[src/hdl/srmv_pkg.sv]
// ----------------------------------------------------------------------------
// srmv_pkg
// Types and constants shared by the sparse row matrix-vector multiplier.
// ----------------------------------------------------------------------------
`default_nettype none

package srmv_pkg;

    localparam int unsigned INDEX_W     = 10;
    localparam int unsigned DATA_W      = 64;
    localparam int unsigned ROW_W       = 16;
    localparam int unsigned HALF_W      = DATA_W / 2;
    localparam int unsigned QUEUE_DEPTH = 4;
    localparam int unsigned APB_ADDR_W  = 3;
    localparam int unsigned APB_DATA_W  = 32;

    // word index of the num_rows register
    localparam logic REG_NUM_ROWS = 1'b0;

    typedef enum logic [1:0] {
        ACT_LOAD    = 2'd0,
        ACT_NONZERO = 2'd1,
        ACT_EMPTY   = 2'd2
    } t_action;

    typedef struct packed {
        t_action                   action;
        logic [INDEX_W-1:0]        index;
        logic signed [DATA_W-1:0]  value;
        logic                      row_end;
    } t_in_item;

    typedef struct packed {
        logic signed [DATA_W-1:0]  row_sum;
        logic [ROW_W-1:0]          row_number;
        logic                      last_row;
    } t_out_item;

    // one classified item handed from the front to the back
    typedef struct packed {
        logic                      is_empty;
        logic                      row_end;
        logic [DATA_W-1:0]         value;
        logic [DATA_W-1:0]         xval;
    } t_work;

    // per-stage control in the back pipeline
    typedef struct packed {
        logic                      valid;
        logic                      is_empty;
        logic                      row_end;
    } t_stage_ctl;

endpackage

`default_nettype wire

[src/hdl/srmv_queue.sv]
// ----------------------------------------------------------------------------
// srmv_queue
// Short FIFO of classified work between the front and the back.
// ----------------------------------------------------------------------------
`default_nettype none

module srmv_queue #(
    parameter int unsigned DEPTH = 4
) (
    input  wire logic           i_clk,
    input  wire logic           i_rst_n,
    input  wire logic           i_push,
    input  wire srmv_pkg::t_work i_data,
    input  wire logic           i_pop,
    output srmv_pkg::t_work     o_data,
    output logic                o_full,
    output logic                o_empty
);
    import srmv_pkg::*;

    localparam int unsigned PW = (DEPTH > 1) ? $clog2(DEPTH) : 1;
    localparam int unsigned CW = $clog2(DEPTH + 1);

    t_work           r_mem [DEPTH];
    logic [PW-1:0]   r_wr_ptr;
    logic [PW-1:0]   r_rd_ptr;
    logic [CW-1:0]   r_count;
    logic [PW-1:0]   n_wr_ptr;
    logic [PW-1:0]   n_rd_ptr;
    logic [CW-1:0]   n_count;
    logic            w_push;
    logic            w_pop;

    assign o_full  = (r_count == CW'(DEPTH));
    assign o_empty = (r_count == '0);
    assign w_push  = i_push && !o_full;
    assign w_pop   = i_pop && !o_empty;
    assign o_data  = r_mem[r_rd_ptr];

    always_comb begin
        n_wr_ptr = r_wr_ptr;
        n_rd_ptr = r_rd_ptr;
        n_count  = r_count;
        if (w_push) begin
            n_wr_ptr = (r_wr_ptr == PW'(DEPTH - 1)) ? '0 : r_wr_ptr + PW'(1);
        end
        if (w_pop) begin
            n_rd_ptr = (r_rd_ptr == PW'(DEPTH - 1)) ? '0 : r_rd_ptr + PW'(1);
        end
        if (w_push && !w_pop) begin
            n_count = r_count + CW'(1);
        end else if (w_pop && !w_push) begin
            n_count = r_count - CW'(1);
        end
    end

    always_ff @(posedge i_clk) begin
        if (!i_rst_n) begin
            r_wr_ptr <= '0;
            r_rd_ptr <= '0;
            r_count  <= '0;
        end else begin
            r_wr_ptr <= n_wr_ptr;
            r_rd_ptr <= n_rd_ptr;
            r_count  <= n_count;
        end
    end

    always_ff @(posedge i_clk) begin
        if (w_push) begin
            r_mem[r_wr_ptr] <= i_data;
        end
    end

`ifndef SYNTHESIS
    a_count_bound: assert property (@(posedge i_clk) disable iff (!i_rst_n)
        r_count <= CW'(DEPTH))
        else $error("queue count beyond depth");
`endif

endmodule

`default_nettype wire

[config.mk]
export PLATFORM = sky130hd
export DESIGN_NAME = srmv_queue
export DESIGN_NICKNAME = d
export VERILOG_FILES = /design/src/hdl/srmv_pkg.sv /design/src/hdl/srmv_queue.sv
export SDC_FILE = /design/constraint.sdc
export NUM_CORES = 1
export LEC_CHECK = 0
export CAP_MARGIN = 20
export CORE_MARGIN = 4
export CORE_UTILIZATION = 65
export DETAILED_ROUTE_END_ITERATION = 8
export DONT_BUFFER_PORTS = 1
export PLACE_DENSITY = 0.91
export SKIP_LAST_GASP = 1
export SYNTH_ARGS = -nofsm -noshare
export SYNTH_HDL_FRONTEND = slang
export SYNTH_SLANG_ARGS = --single-unit
[constraint.sdc]
create_clock -name i_clk -period 9.2 [get_ports i_clk]
set_clock_uncertainty 0.1 [all_clocks]
set_input_delay 0.46 -clock i_clk [delete_from_list [all_inputs] [get_ports i_clk]]
set_output_delay 0.46 -clock i_clk [all_outputs]
set_load 0.05 [all_outputs]
; ---- Word-level counts from Yosys, hierarchy flattened
; Memories as Yosys holds them, arrays and structs flattened. A register that Yosys moved wholly into a read port is not among the register bits.
; Index checks and enable logic that the tools add are counted.
[word_totals]
word_cells = 29
ff_bits = 7
memories = 1
ramBits = 520
[classes]
reduce_logical = 10
muxes = 8
addsub = 4
eq_ne = 3
[mem_list]
columns = memory, depth, word_bits, read_ports, rd_clocked_by_memory_dff, write_ports, line_no
row1 = r_mem, 4, 130, 1, 1, 1, srmv_queue.sv:24  ; t_work r_mem [DEPTH];
[ops]
columns = cell, n
row1 = $mux 2, 4
row2 = $mux 3, 2
row3 = $add 2x1->2 const B, 2
row4 = $eq 2x2->1 const B, 2
row5 = $logic_and 1x1->1, 4
row6 = $logic_not 1->1, 4
row7 = $add 3x1->3 const B, 1
row8 = $eq 3x3->1 const B, 1
row9 = $logic_not 3->1, 1
row10 = $sub 3x1->3 const B, 1
row11 = $mux 1, 2
row12 = $reduce_bool 2->1, 1

; ---- Logic depth before layout (Yosys ltp)
; Gate-level depths: netlist (run 1).
[logic_depth]
ltp_word = 7
ltp_mapped = 9

; ---- Least setup slack after synthesis (run 1)
; No wires, ideal clock.
[synth_timing]
path_kind = register -> register
start = register r_count[0]
end = memory r_mem[0][0] in the netlist's numbering (enable)
slack_ns = 4.507
t_required_ns = 8.595
arrival_time_ns = 4.088
period_less_slack_ns = 4.693
path_stages_with_launch = 5
cell_sequence = dfxtp_1 -> nor3b_1 -> nor2b_1 -> clkbuf_1 -> and2_1
[synth_between]
elab_chain_len = 5
[synth_lines]
columns = element, line_no
row1 = from (decl), srmv_queue.sv:27  ; logic [CW-1:0] r_count;
row2 = from (signal assigned), srmv_queue.sv:65  ; r_count <= n_count;
row3 = $eq 3x3->1, srmv_queue.sv:34  ; assign o_full = (r_count == CW'(DEPTH));
row4 = net o_full, srmv_queue.sv:16  ; output logic o_full,
row5 = $logic_not 1->1, srmv_queue.sv:36  ; assign w_push = i_push && !o_full;
row6 = $logic_and 1x1->1, srmv_queue.sv:36
row7 = net w_push, srmv_queue.sv:31  ; logic w_push;
row8 = $mux 1, srmv_queue.sv:70  ; if (w_push) begin
row9 = $mux 1 (not written as such), srmv_queue.sv:71  ; r_mem[r_wr_ptr] <= i_data;
row10 = to (decl), srmv_queue.sv:24
; The timed path passes the listed nets, and every way through them passes these cells.

==> summary.txt, run 1 <==
Run status
  • Status: finished clean

Logic synthesis
  • Post-synthesis sequential area ratio: 0.817
  • FFs w/ async S/R, synth: 0
  • Synth warn: 0
  • Yosys reg bits: ~530
  • Synth top cells by count: edfxtp_1, mux4_2, buf_12
  • Post-synth EDFFs: between 500 and 600
  • Post-synth cell types: 26
  • Synth Cell Area: between 0.015 and 0.02 mm2
  • Synth top area cells: edfxtp_1, mux4_2, buf_12
  • Syn avg cell area: approximately 26 um2
  • Most frequent cell after synthesis: edfxtp_1
  • Syn Nets: 871
  • Area leader, netlist: edfxtp_1
  • Main flop type after synthesis: edfxtp_1
  • Cells after Synth: 730
  • Share of the synthesized area in the top cell type: 0.808

Timing
  • Final min period: ~4500 ps
  • Final hold vios: 0
  • Final setup TNS: 0 ps
  • Fmax: between 0.2 and 0.25 GHz
  • RSZ-0062 raised after global routing: false
  • Setup violators final: 0
  • Slew Viols, Final: 0
  • Part of the cycle the worst path needs: 0.484
  • Max_slew headroom: 0.222
  • Slew @ Worst Pin: between 1000 and 1500 ps

Die
  • Area of the core: a little under 0.03 mm2
  • Die Ht: 180 um
  • Initial cell density of the core: 0.666
  • IO Count: ~270
  • Row count: between 60 and 70
  • DIE WIDTH: 180 um
  • Die area: 0.0326 mm2

Critical path
  • CP required: 8640 ps
  • Critical-path top delay cell: buf_4
  • CP endpoint kind: output port
  • CP top delay family: buffers and inverters
  • Critical path type: register to output port
  • WP buf/inv: 2
  • Crit path max fanout: 53
  • Most common cell on crit path: buf_4
  • Max stage delay on crit path: approximately 850 ps
  • CP arrival: approximately 3900 ps
  • Startpoint Class: register
  • Worst-path cell chain: buf_4 > buf_4 > mux4_2

Cells and area
  • Non-Filler Instances: approximately 1300
  • Fin nets: between 1000 and 1500
  • Final instance area: about 0.022 mm2
  • Area grow syn2layout: 16.1%
  • Fill count: ~1400
  • Layout cells sized above 1: 0.230

Detailed routing
  • Routed wire per std cell: between 30 and 40 um
  • Vias/cell: ~6.6
  • Iter 0 DRT Violations: about 1100
  • DRC viols: 0
  • Total wire length: 42400 um
  • DR pass1 iterations: 7
  • Vias: slightly below 9000
  • Detail Route Antenna Nets: 0

Place
  • DPL Wire Length: 24400 um
  • Placed cells: approximately 1100
  • Gpl congestion: 0.898
  • Placement Cell Area: 0.0196 mm2
  • # port buffers: 0

Power
  • PD cells: ~310 mW/mm2
  • Clock group share of total power: 0.282
  • Peak VDD IR: around 0.24 mV
  • Gate power share: 0.277
  • Sequential Power Share: 0.442
  • Cell internal pwr: between 4 and 5 mW
  • Lkg Pwr: roughly 7.0 nW
  • Final Power: 7.00 mW
  • Sw frac: 0.348
  • Switching Power: about 2.4 mW

Clock tree
  • Clock sink total: 529
  • Root Driver: clkbuf_16
  • CTS tree: built
  • Clock Latency Late Sink: 540 ps
  • Total CTS buffers: just under 50
  • CTS max path bufs: 3
  • Htree depth: 2
  • Clk pin slew, worst setup/hold paths: around 70 ps

Global routing
  • First-pass GRT wire length: about 63000 um
  • Grt ovf: 0
  • Vias in the first global route: just over 9000
  • Initial antenna violation count: 4
  • Largest net degree at the start of global routing: 84
  • Total GRT Usage: 0.262

Worst hold path
  • Worst Hold Class: input pin to register

Job
  • Max-Cap Viols: 0
==> stage by stage <==
step	hold slack, ps	setup slack [ps]	utilization
6_report	129	4740	0.774
5_1_grt	137	4300	0.774
4_1_cts	107	4610	0.774
3_5_place_dp	409	5210	0.675
3_3_place_gp	375	5300	0.675
2_1_floorplan	368	4510	-
==> cells by family (layout without fill, tap and decap cells) <==
group           after synthesis  in the layout  share of synthesized area
buf+inv                      34            232                     0.0175
fa+ha+maj                     7              7                    0.00492
other cells                   0              3                          0
compound gates                5              5                    0.00155
flops                       529            529                      0.817
xor+xnor                      2              2                   0.000906
mux                         133            133                      0.153
simple gates                 20             20                    0.00531
==> registers in the layout (all words and copies together), names as in the netlist, named ones only <==
signal	count
r_rd_ptr	2
r_mem	520
r_wr_ptr	2
r_count	3
==> worst paths after layout <==
path | start | endpoint | slack [ps] | cells after the start
max | register | o_data[18] | 4740 | 3
min | i_pop | register | 130 | 2
max reg2reg | r_count[0] | r_mem[0][52] | 5630 | 4
min reg2reg | r_wr_ptr[1] | r_wr_ptr[1] | 420 | 2
==> layer usage <==
layer,track usage,share of wire,up-vias
li1,-,-,3466
met2,0.433,0.52,637
met4,0.0723,0.027,2
met1,0.340,0.35,4541
met5,0,0.00016,-
met3,0.0896,0.11,67
==> timing repair <==
item,CTS,global route
buffers inserted,0,0
hold buffers,131,0
hold endpoints to repair,529,0
resized for setup,0,0
==> cell type report <==
class	instances	area, um2	area share
sequential	529	15800	0.704
multi-input combinational	167	3220	0.143
timing repair buffer	139	1370	0.0611
clock buffer	60	1310	0.0583
tap	384	480	0.0214
clock inverter	30	250	0.0111
inverter	3	11.3	0.000502
antenna	3	7.51	0.000334
==> cells in the final DEF, fill, tap and decap left out, types with 3 or more instances in the layout <==
cell / count
o21ai_0: 3
nand2_1: 6
inv_1: 3
clkinv_1: 13
dfxtp_1: 7
clkbuf_16: 51
diode_2: 3
dlygate4sd3_1: 131
clkbuf_1: 9
ha_1: 6
edfxtp_1: 520
mux2i_1: 3
bufinv_16: 4
and2_4: 4
buf_4: 8
clkinv_2: 8
mux4_2: 130
==> power groups by stage <==
stage | Combinational [mW] | Sequential [mW] | Clock [mW]
floorplan | 1.78 | 3.05 | 0
global placement | 1.81 | 3.10 | 0
detailed placement | 1.86 | 3.13 | 0
CTS | 1.96 | 3.09 | 1.99
global route | 2.00 | 3.11 | 2.12
finish | 1.94 | 3.09 | 1.97
(Power assumes the default switching activity.)
==> run 2, diff against run 1 <==
CORE_UTILIZATION = 63   (was 65)
PLACE_DENSITY = 0.89   (was 0.91)
clock period = 4.1 ns   (was 9.2 ns; I/O delays follow)
==> summary.txt, run 2 (same netlist as run 1, synthesis figures left out) <==
Timing
  • Slew @ Worst Pin: 1080 ps (-84.7 ps)
  • RSZ-0062 raised after global routing: false
  • Fmax: between 0.3 and 0.4 GHz
  • Setup violators final: 0 (unchanged)
  • Final setup TNS: 0 ps (unchanged)
  • Part of the cycle the worst path needs: 0.812
  • Final min period: between 3000 and 4000 ps
  • Max_slew headroom: 0.278 (+0.0565)
  • Final hold vios: 0 (unchanged)
  • Slew Viols, Final: 0 (unchanged)

Cells and area
  • Fill count: 1474 (+6.7%)
  • Max reg flops: 520 (unchanged)
  • Area grow syn2layout: 17.8%
  • Fin util: 0.760 (-0.0134)
  • Commonest non-fill, non-tap cell in the layout: edfxtp_1
  • Fin nets: 1041 (+1.1%)
  • Multi-input logic area: 0.00322 mm2 (unchanged)
  • Top flop regs: r_mem: 520 flops, r_count: 3 flops
  • Most flops, register: r_mem
  • Layout cells sized above 1: 0.234 (+0.00477)
  • Flip-flop and latch area: 0.0158 mm2 (unchanged)
  • Commonest non-fill, non-tap cells in the layout: edfxtp_1, dlygate4sd3_1, mux4_2, clkbuf_16, clkbuf_1

Detailed routing
  • Vias: 8431 (-3.2%)
  • Detail Route Antenna Nets: 0 (unchanged)
  • Met2 WL post-DR: 21100 um (-3.7%)
  • Metal-1 WL: 14300 um (-3.5%)
  • DR top layer: met5
  • Total wire length: 40200 um (-5.2%)
  • Routed wire per std cell: 30.1 um (-6.6%)
  • Iter 0 DRT Violations: 696 (-38%)
  • DR pass1 iterations: 5 (-2)
  • Vias/cell: 6.32 (-4.6%)
  • DRC viols: 0 (unchanged)
  • Met3 routed WL: 3570 um (-22%)

Die
  • Die Ht: 183 um (+1.5%)
  • DIE WIDTH: 183 um (+1.5%)
  • Initial cell density of the core: 0.646 (-0.0209)
  • Die area: 0.0336 mm2 (+3.0%)
  • Area of the core: 0.0300 mm2 (+3.2%)
  • Row count: 63 (+1.6%)
  • IO Count: 266 (unchanged)

Critical path
  • CP endpoint kind: register
  • Reg2reg end: r_mem[0][121]
  • Crit path max fanout: 72 (+36%)
  • Critical path type: register to register
  • Register-to-Register Path Depth: 4 (unchanged)
  • FF-to-FF setup slack: 770 ps (-4860 ps)
  • R2R Path Start: r_count[0]
  • CP required: 4170 ps (-4470 ps)
  • Startpoint Class: register
  • CP arrival: 3400 ps (-500 ps)

Clock tree
  • CTS max path bufs: 3 (unchanged)
  • CTS tree: built
  • Clock sink total: 529 (unchanged)
  • Total CTS buffers: 50 (+2.0%)
  • Root Driver: clkbuf_16
  • Htree depth: 2 (unchanged)
  • CTS-repair resized insts: 0 (unchanged)
  • Clock Latency Late Sink: 530 ps (about the same)
  • Clk pin slew, worst setup/hold paths: 60 ps (about the same)

Run status
  • Status: finished clean

Worst hold path
  • Hold wc startpoint: i_data[77]
  • Worst Hold Class: input pin to register
  • Worst hold endpoint: r_mem[0][77]
  • Hold Path Stages: 1 (-1)

Global routing
  • Initial antenna violation count: 8 (+4)
  • Vias in the first global route: 9118 (unchanged)
  • Largest net degree at the start of global routing: 73 (-13%)
  • First-pass GRT wire length: 60500 um (-3.6%)
  • Total GRT Usage: 0.243 (-0.0190)
  • Grt ovf: 0 (unchanged)

Place
  • DPL Wire Length: 22400 um (-8.2%)
  • # port buffers: 0 (unchanged)
  • Gpl congestion: 0.777 (-13%)

Power
  • Peak VDD IR: 0.561 mV (+140%)
  • Lkg Pwr: 7.15 nW (+1.9%)
  • PD cells: 706 mW/mm2 (+130%)

Job
  • Max-Cap Viols: 0 (unchanged)
==> run 2: through the flow <==
stage	area [um2]	hold WS [ps]	instances	power [mW]	worst slack [ps]
detailed placement	19700	204	1104	11.3	762
floorplan	19300	204	730	10.8	699
global placement	19700	204	1104	11.1	991
CTS	22700	248	1328	16.2	718
global route	22800	270	1334	16.6	497
finish	22800	266	1334	16.1	770
==> run 2: routing by layer <==
layer	vias up	track usage
met5	-	0
met4	6	0.0739
met3	83	0.0710
met2	415	0.411
met1	4425	0.312
li1	3502	-
==> run 2: worst max path at each step <==
stage | start | endpoint | slack [ps] | depth (start not counted)
after global placement | r_count[0] | r_mem[0][32] | 990 | 4
final | r_count[0] | r_mem[0][121] | 770 | 4
after floorplan | r_count[2] | r_mem[0][0] | 700 | 4
after global routing | r_count[0] | r_mem[0][121] | 500 | 4
after detailed placement | r_count[0] | r_mem[0][77] | 760 | 4
after CTS | r_count[0] | r_mem[0][121] | 720 | 4
==> run 2: layout make-up <==
class                   instances  share of cell area
multi-input cells             167               0.141
clock inverters                25              0.0152
flip-flops and latches        529               0.694
inverters                       3            0.000494
diodes                          5            0.000549
well taps                     390              0.0214
clock buffers                  66              0.0594
repair buffers                149              0.0679
==> run 2: worst max-delay path: stages (launching register included) <==
cell	delay (ps)
dfxtp_1	460
nor3b_2	210
nor2b_1	540
and2_4	920
buf_4	630
==> run 2: power breakdown <==
part           leakage, nW  internal [mW]  switching, mW
clock network        0.820           2.88           1.86
registers             4.84           6.59          0.304
logic                 1.49           1.17           3.28
==> run 2: repair_timing <==
action | 4_1_cts | 5_1_grt
hold endpoints to repair | 529 | 0
hold buffers | 133 | 0
buffers inserted | 0 | 0
==> run 3, diff against run 2 <==
CORE_UTILIZATION = 57   (was 63)
PLACE_DENSITY = 0.85   (was 0.89)
clock period = 2.7 ns   (was 4.1 ns; I/O delays follow)
==> summary.txt, run 3 (same netlist as run 1, synthesis figures left out) <==
Clock tree
  • Post-CTS Setup Inserts: 0 (unchanged)
  • Root Driver: clkbuf_16
  • Clk pin slew, worst setup/hold paths: 70 ps (about the same)
  • CTS max path bufs: 3 (unchanged)
  • Clock Latency Late Sink: 570 ps (+40 ps)
  • CTS-repair resized insts: 0 (unchanged)
  • Clock sink total: 529 (unchanged)
  • Total CTS buffers: 51 (+2.0%)
  • CTS tree: built
  • Htree depth: 2 (unchanged)

Critical path
  • Cell depth of the worst setup path: 2 (-2)
  • Critical path type: register to output port
  • Register-to-Register Path Depth: 7 (+3)
  • Critical-path top delay cell: mux4_2
  • CP arrival: 2260 ps (-1140 ps)
  • Worst-path cell chain: buf_4 > mux4_2
  • Startpoint Class: register
  • CP required: 2470 ps (-1700 ps)
  • Max stage delay on crit path: 740 ps (-180 ps)
  • Crit path max fanout: 21 (-71%)
  • WP buf/inv: 1 (unchanged)
  • CP endpoint kind: output port
  • CP top delay family: multiplexers

Power
  • Clock group share of total power: 0.284 (-0.011)
  • PD cells: 1050 mW/mm2 (+49%)
  • Cell internal pwr: 15.9 mW (+49%)
  • Lkg Pwr: 7.22 nW (+0.96%)
  • Sw frac: 0.343 (+0.00514)
  • Switching Power: 8.30 mW (+53%)
  • Gate power share: 0.290 (+0.013)
  • Sequential Power Share: 0.427 (-0.002)
  • Peak VDD IR: 0.647 mV (+15%)

Cells and area
  • Fin nets: 1054 (+1.2%)
  • Most flops, register: r_mem
  • Final instance area: 0.0230 mm2 (+1.1%)
  • Top flop regs: r_mem: 520 flops, r_count: 3 flops
  • Area grow syn2layout: 19.1%
  • Commonest non-fill, non-tap cell in the layout: edfxtp_1
  • Layout cells sized above 1: 0.252 (+0.0181)
  • Fill count: 1957 (+33%)
  • Max reg flops: 520 (unchanged)
  • Commonest non-fill, non-tap cells in the layout: edfxtp_1, dlygate4sd3_1, mux4_2, clkbuf_16, buf_12

Die
  • DIE WIDTH: 192 um (+4.9%)
  • Row count: 67 (+6.3%)
  • Initial cell density of the core: 0.577 (-0.0689)
  • IO Count: 266 (unchanged)
  • Die Ht: 192 um (+4.9%)
  • Area of the core: 0.0335 mm2 (+12%)
  • Die area: 0.0369 mm2 (+10%)

Global routing
  • Initial antenna violation count: 3 (-5)
  • First-pass GRT wire length: 57200 um (-5.4%)
  • Grt ovf: 0 (unchanged)
  • Vias in the first global route: 8887 (-2.5%)
  • Total GRT Usage: 0.210 (-0.0323)
  • Largest net degree at the start of global routing: 44 (-40%)

Worst hold path
  • Hold Path Stages: 1 (unchanged)
  • Worst Hold Class: input pin to register

Timing
  • Slew @ Worst Pin: 526 ps (-556 ps)
  • Slew Viols, Final: 0 (unchanged)
  • Setup violators final: 0 (unchanged)
  • Max_slew headroom: 0.649 (+0.371)
  • Fmax: 0.401 GHz
  • Setup ws final: 203 ps (-567 ps)
  • Part of the cycle the worst path needs: 0.925
  • Final hold vios: 0 (unchanged)
  • Final min period: between 2000 and 2500 ps
  • RSZ-0062 raised after global routing: false

Place
  • Gpl congestion: 0.712 (-8.5%)
  • # port buffers: 0 (unchanged)
  • DPL Wire Length: 23100 um (+3.2%)
  • Setup WS pre-CTS: 438 ps (-324 ps)
  • Placement Cell Area: 0.0201 mm2 (+1.8%)

Job
  • Max-Cap Viols: 0 (unchanged)

Detailed routing
  • Vias: 8342 (-1.1%)
  • DRC viols: 0 (unchanged)
  • Routed wire per std cell: 27.4 um (-9.0%)
  • Total wire length: 38400 um (-4.6%)
  • Vias/cell: 5.97 (-5.6%)
  • DR pass1 iterations: 4 (-1)
  • Iter 0 DRT Violations: 556 (-20%)
  • Detail Route Antenna Nets: 0 (unchanged)

Run status
  • Status: finished clean
run 3: changes by cell type in the layout (fill, tap and decap cells not counted), sizes merged:
cell and delta:
clkbuf -7, clkinv +2, dlygate4sd3 +1, bufinv -4, inv +2, diode -2
clkinvlp +3, buf +11
run 3: area by class of cell:
type / count / area, um2 / share of cell area
multi-input combinational: 167 / 3220 / 0.140
timing repair buffer: 161 / 1820 / 0.0790
sequential: 529 / 15800 / 0.686
antenna: 3 / 7.51 / 0.000326
tap: 448 / 561 / 0.0243
clock inverter: 28 / 290 / 0.0126
inverter: 3 / 11.3 / 0.000489
clock buffer: 59 / 1320 / 0.0572
run 3: power by group through the flow:
| stage | clock network (mW) | registers (mW) | logic, mW |
|---|---|---|---|
| final | 6.86 | 10.3 | 7.00 |
| after global placement | 0 | 10.4 | 6.74 |
| after detailed placement | 0 | 10.5 | 6.81 |
| after global routing | 7.38 | 10.4 | 7.29 |
| after CTS | 7.01 | 10.3 | 7.11 |
| after floorplan | 0 | 10.3 | 6.08 |
run 3: repair_timing:
item / CTS / global route
endpoints found under the setup margin: 0 / 0
endpoints found under the hold margin: 529 / 0
hold buffers: 134 / 0
run 3: stage by stage:
step,std cells,power (mW),hold WS [ps],TNS [ps],util
3_5_place_dp,1174,17.3,134,0,0.599
5_1_grt,1398,25.1,154,0,0.687
3_3_place_gp,1174,17.1,134,0,0.599
2_1_floorplan,730,16.4,134,-238720,-
6_report,1398,24.2,167,0,0.687
4_1_cts,1395,24.4,118,0,0.686
run 3: worst paths after layout:
check                   start            end  slack (ps)
hold reg to reg   r_wr_ptr[1]    r_wr_ptr[1]         400
hold / removal    i_data[112]  r_mem[0][112]         170
setup reg to reg   r_count[1]     r_count[2]         460
setup / recovery     register      o_data[4]         200
run 3: worst register-to-register path, delay by kind of cell, from the launching register on:
kind / cells / cell delay, ps
adders and majority gates: 2 / 630
xor gates and xnor gates: 1 / 160
AOI/OAI and AO/OA: 2 / 530
DFF: 1 / 360
and+or+nand+nor: 1 / 300
buffers and inverters: 1 / 70
run 3: metal layers:
layer | vias up | GRT usage | routed length [um]
li1 | 3515 | - | -
met1 | 4409 | 0.269 | 14000
met2 | 356 | 0.355 | 20100
met3 | 62 | 0.0631 | 3410
met4 | 0 | 0.0614 | 875
met5 | - | 0 | 0
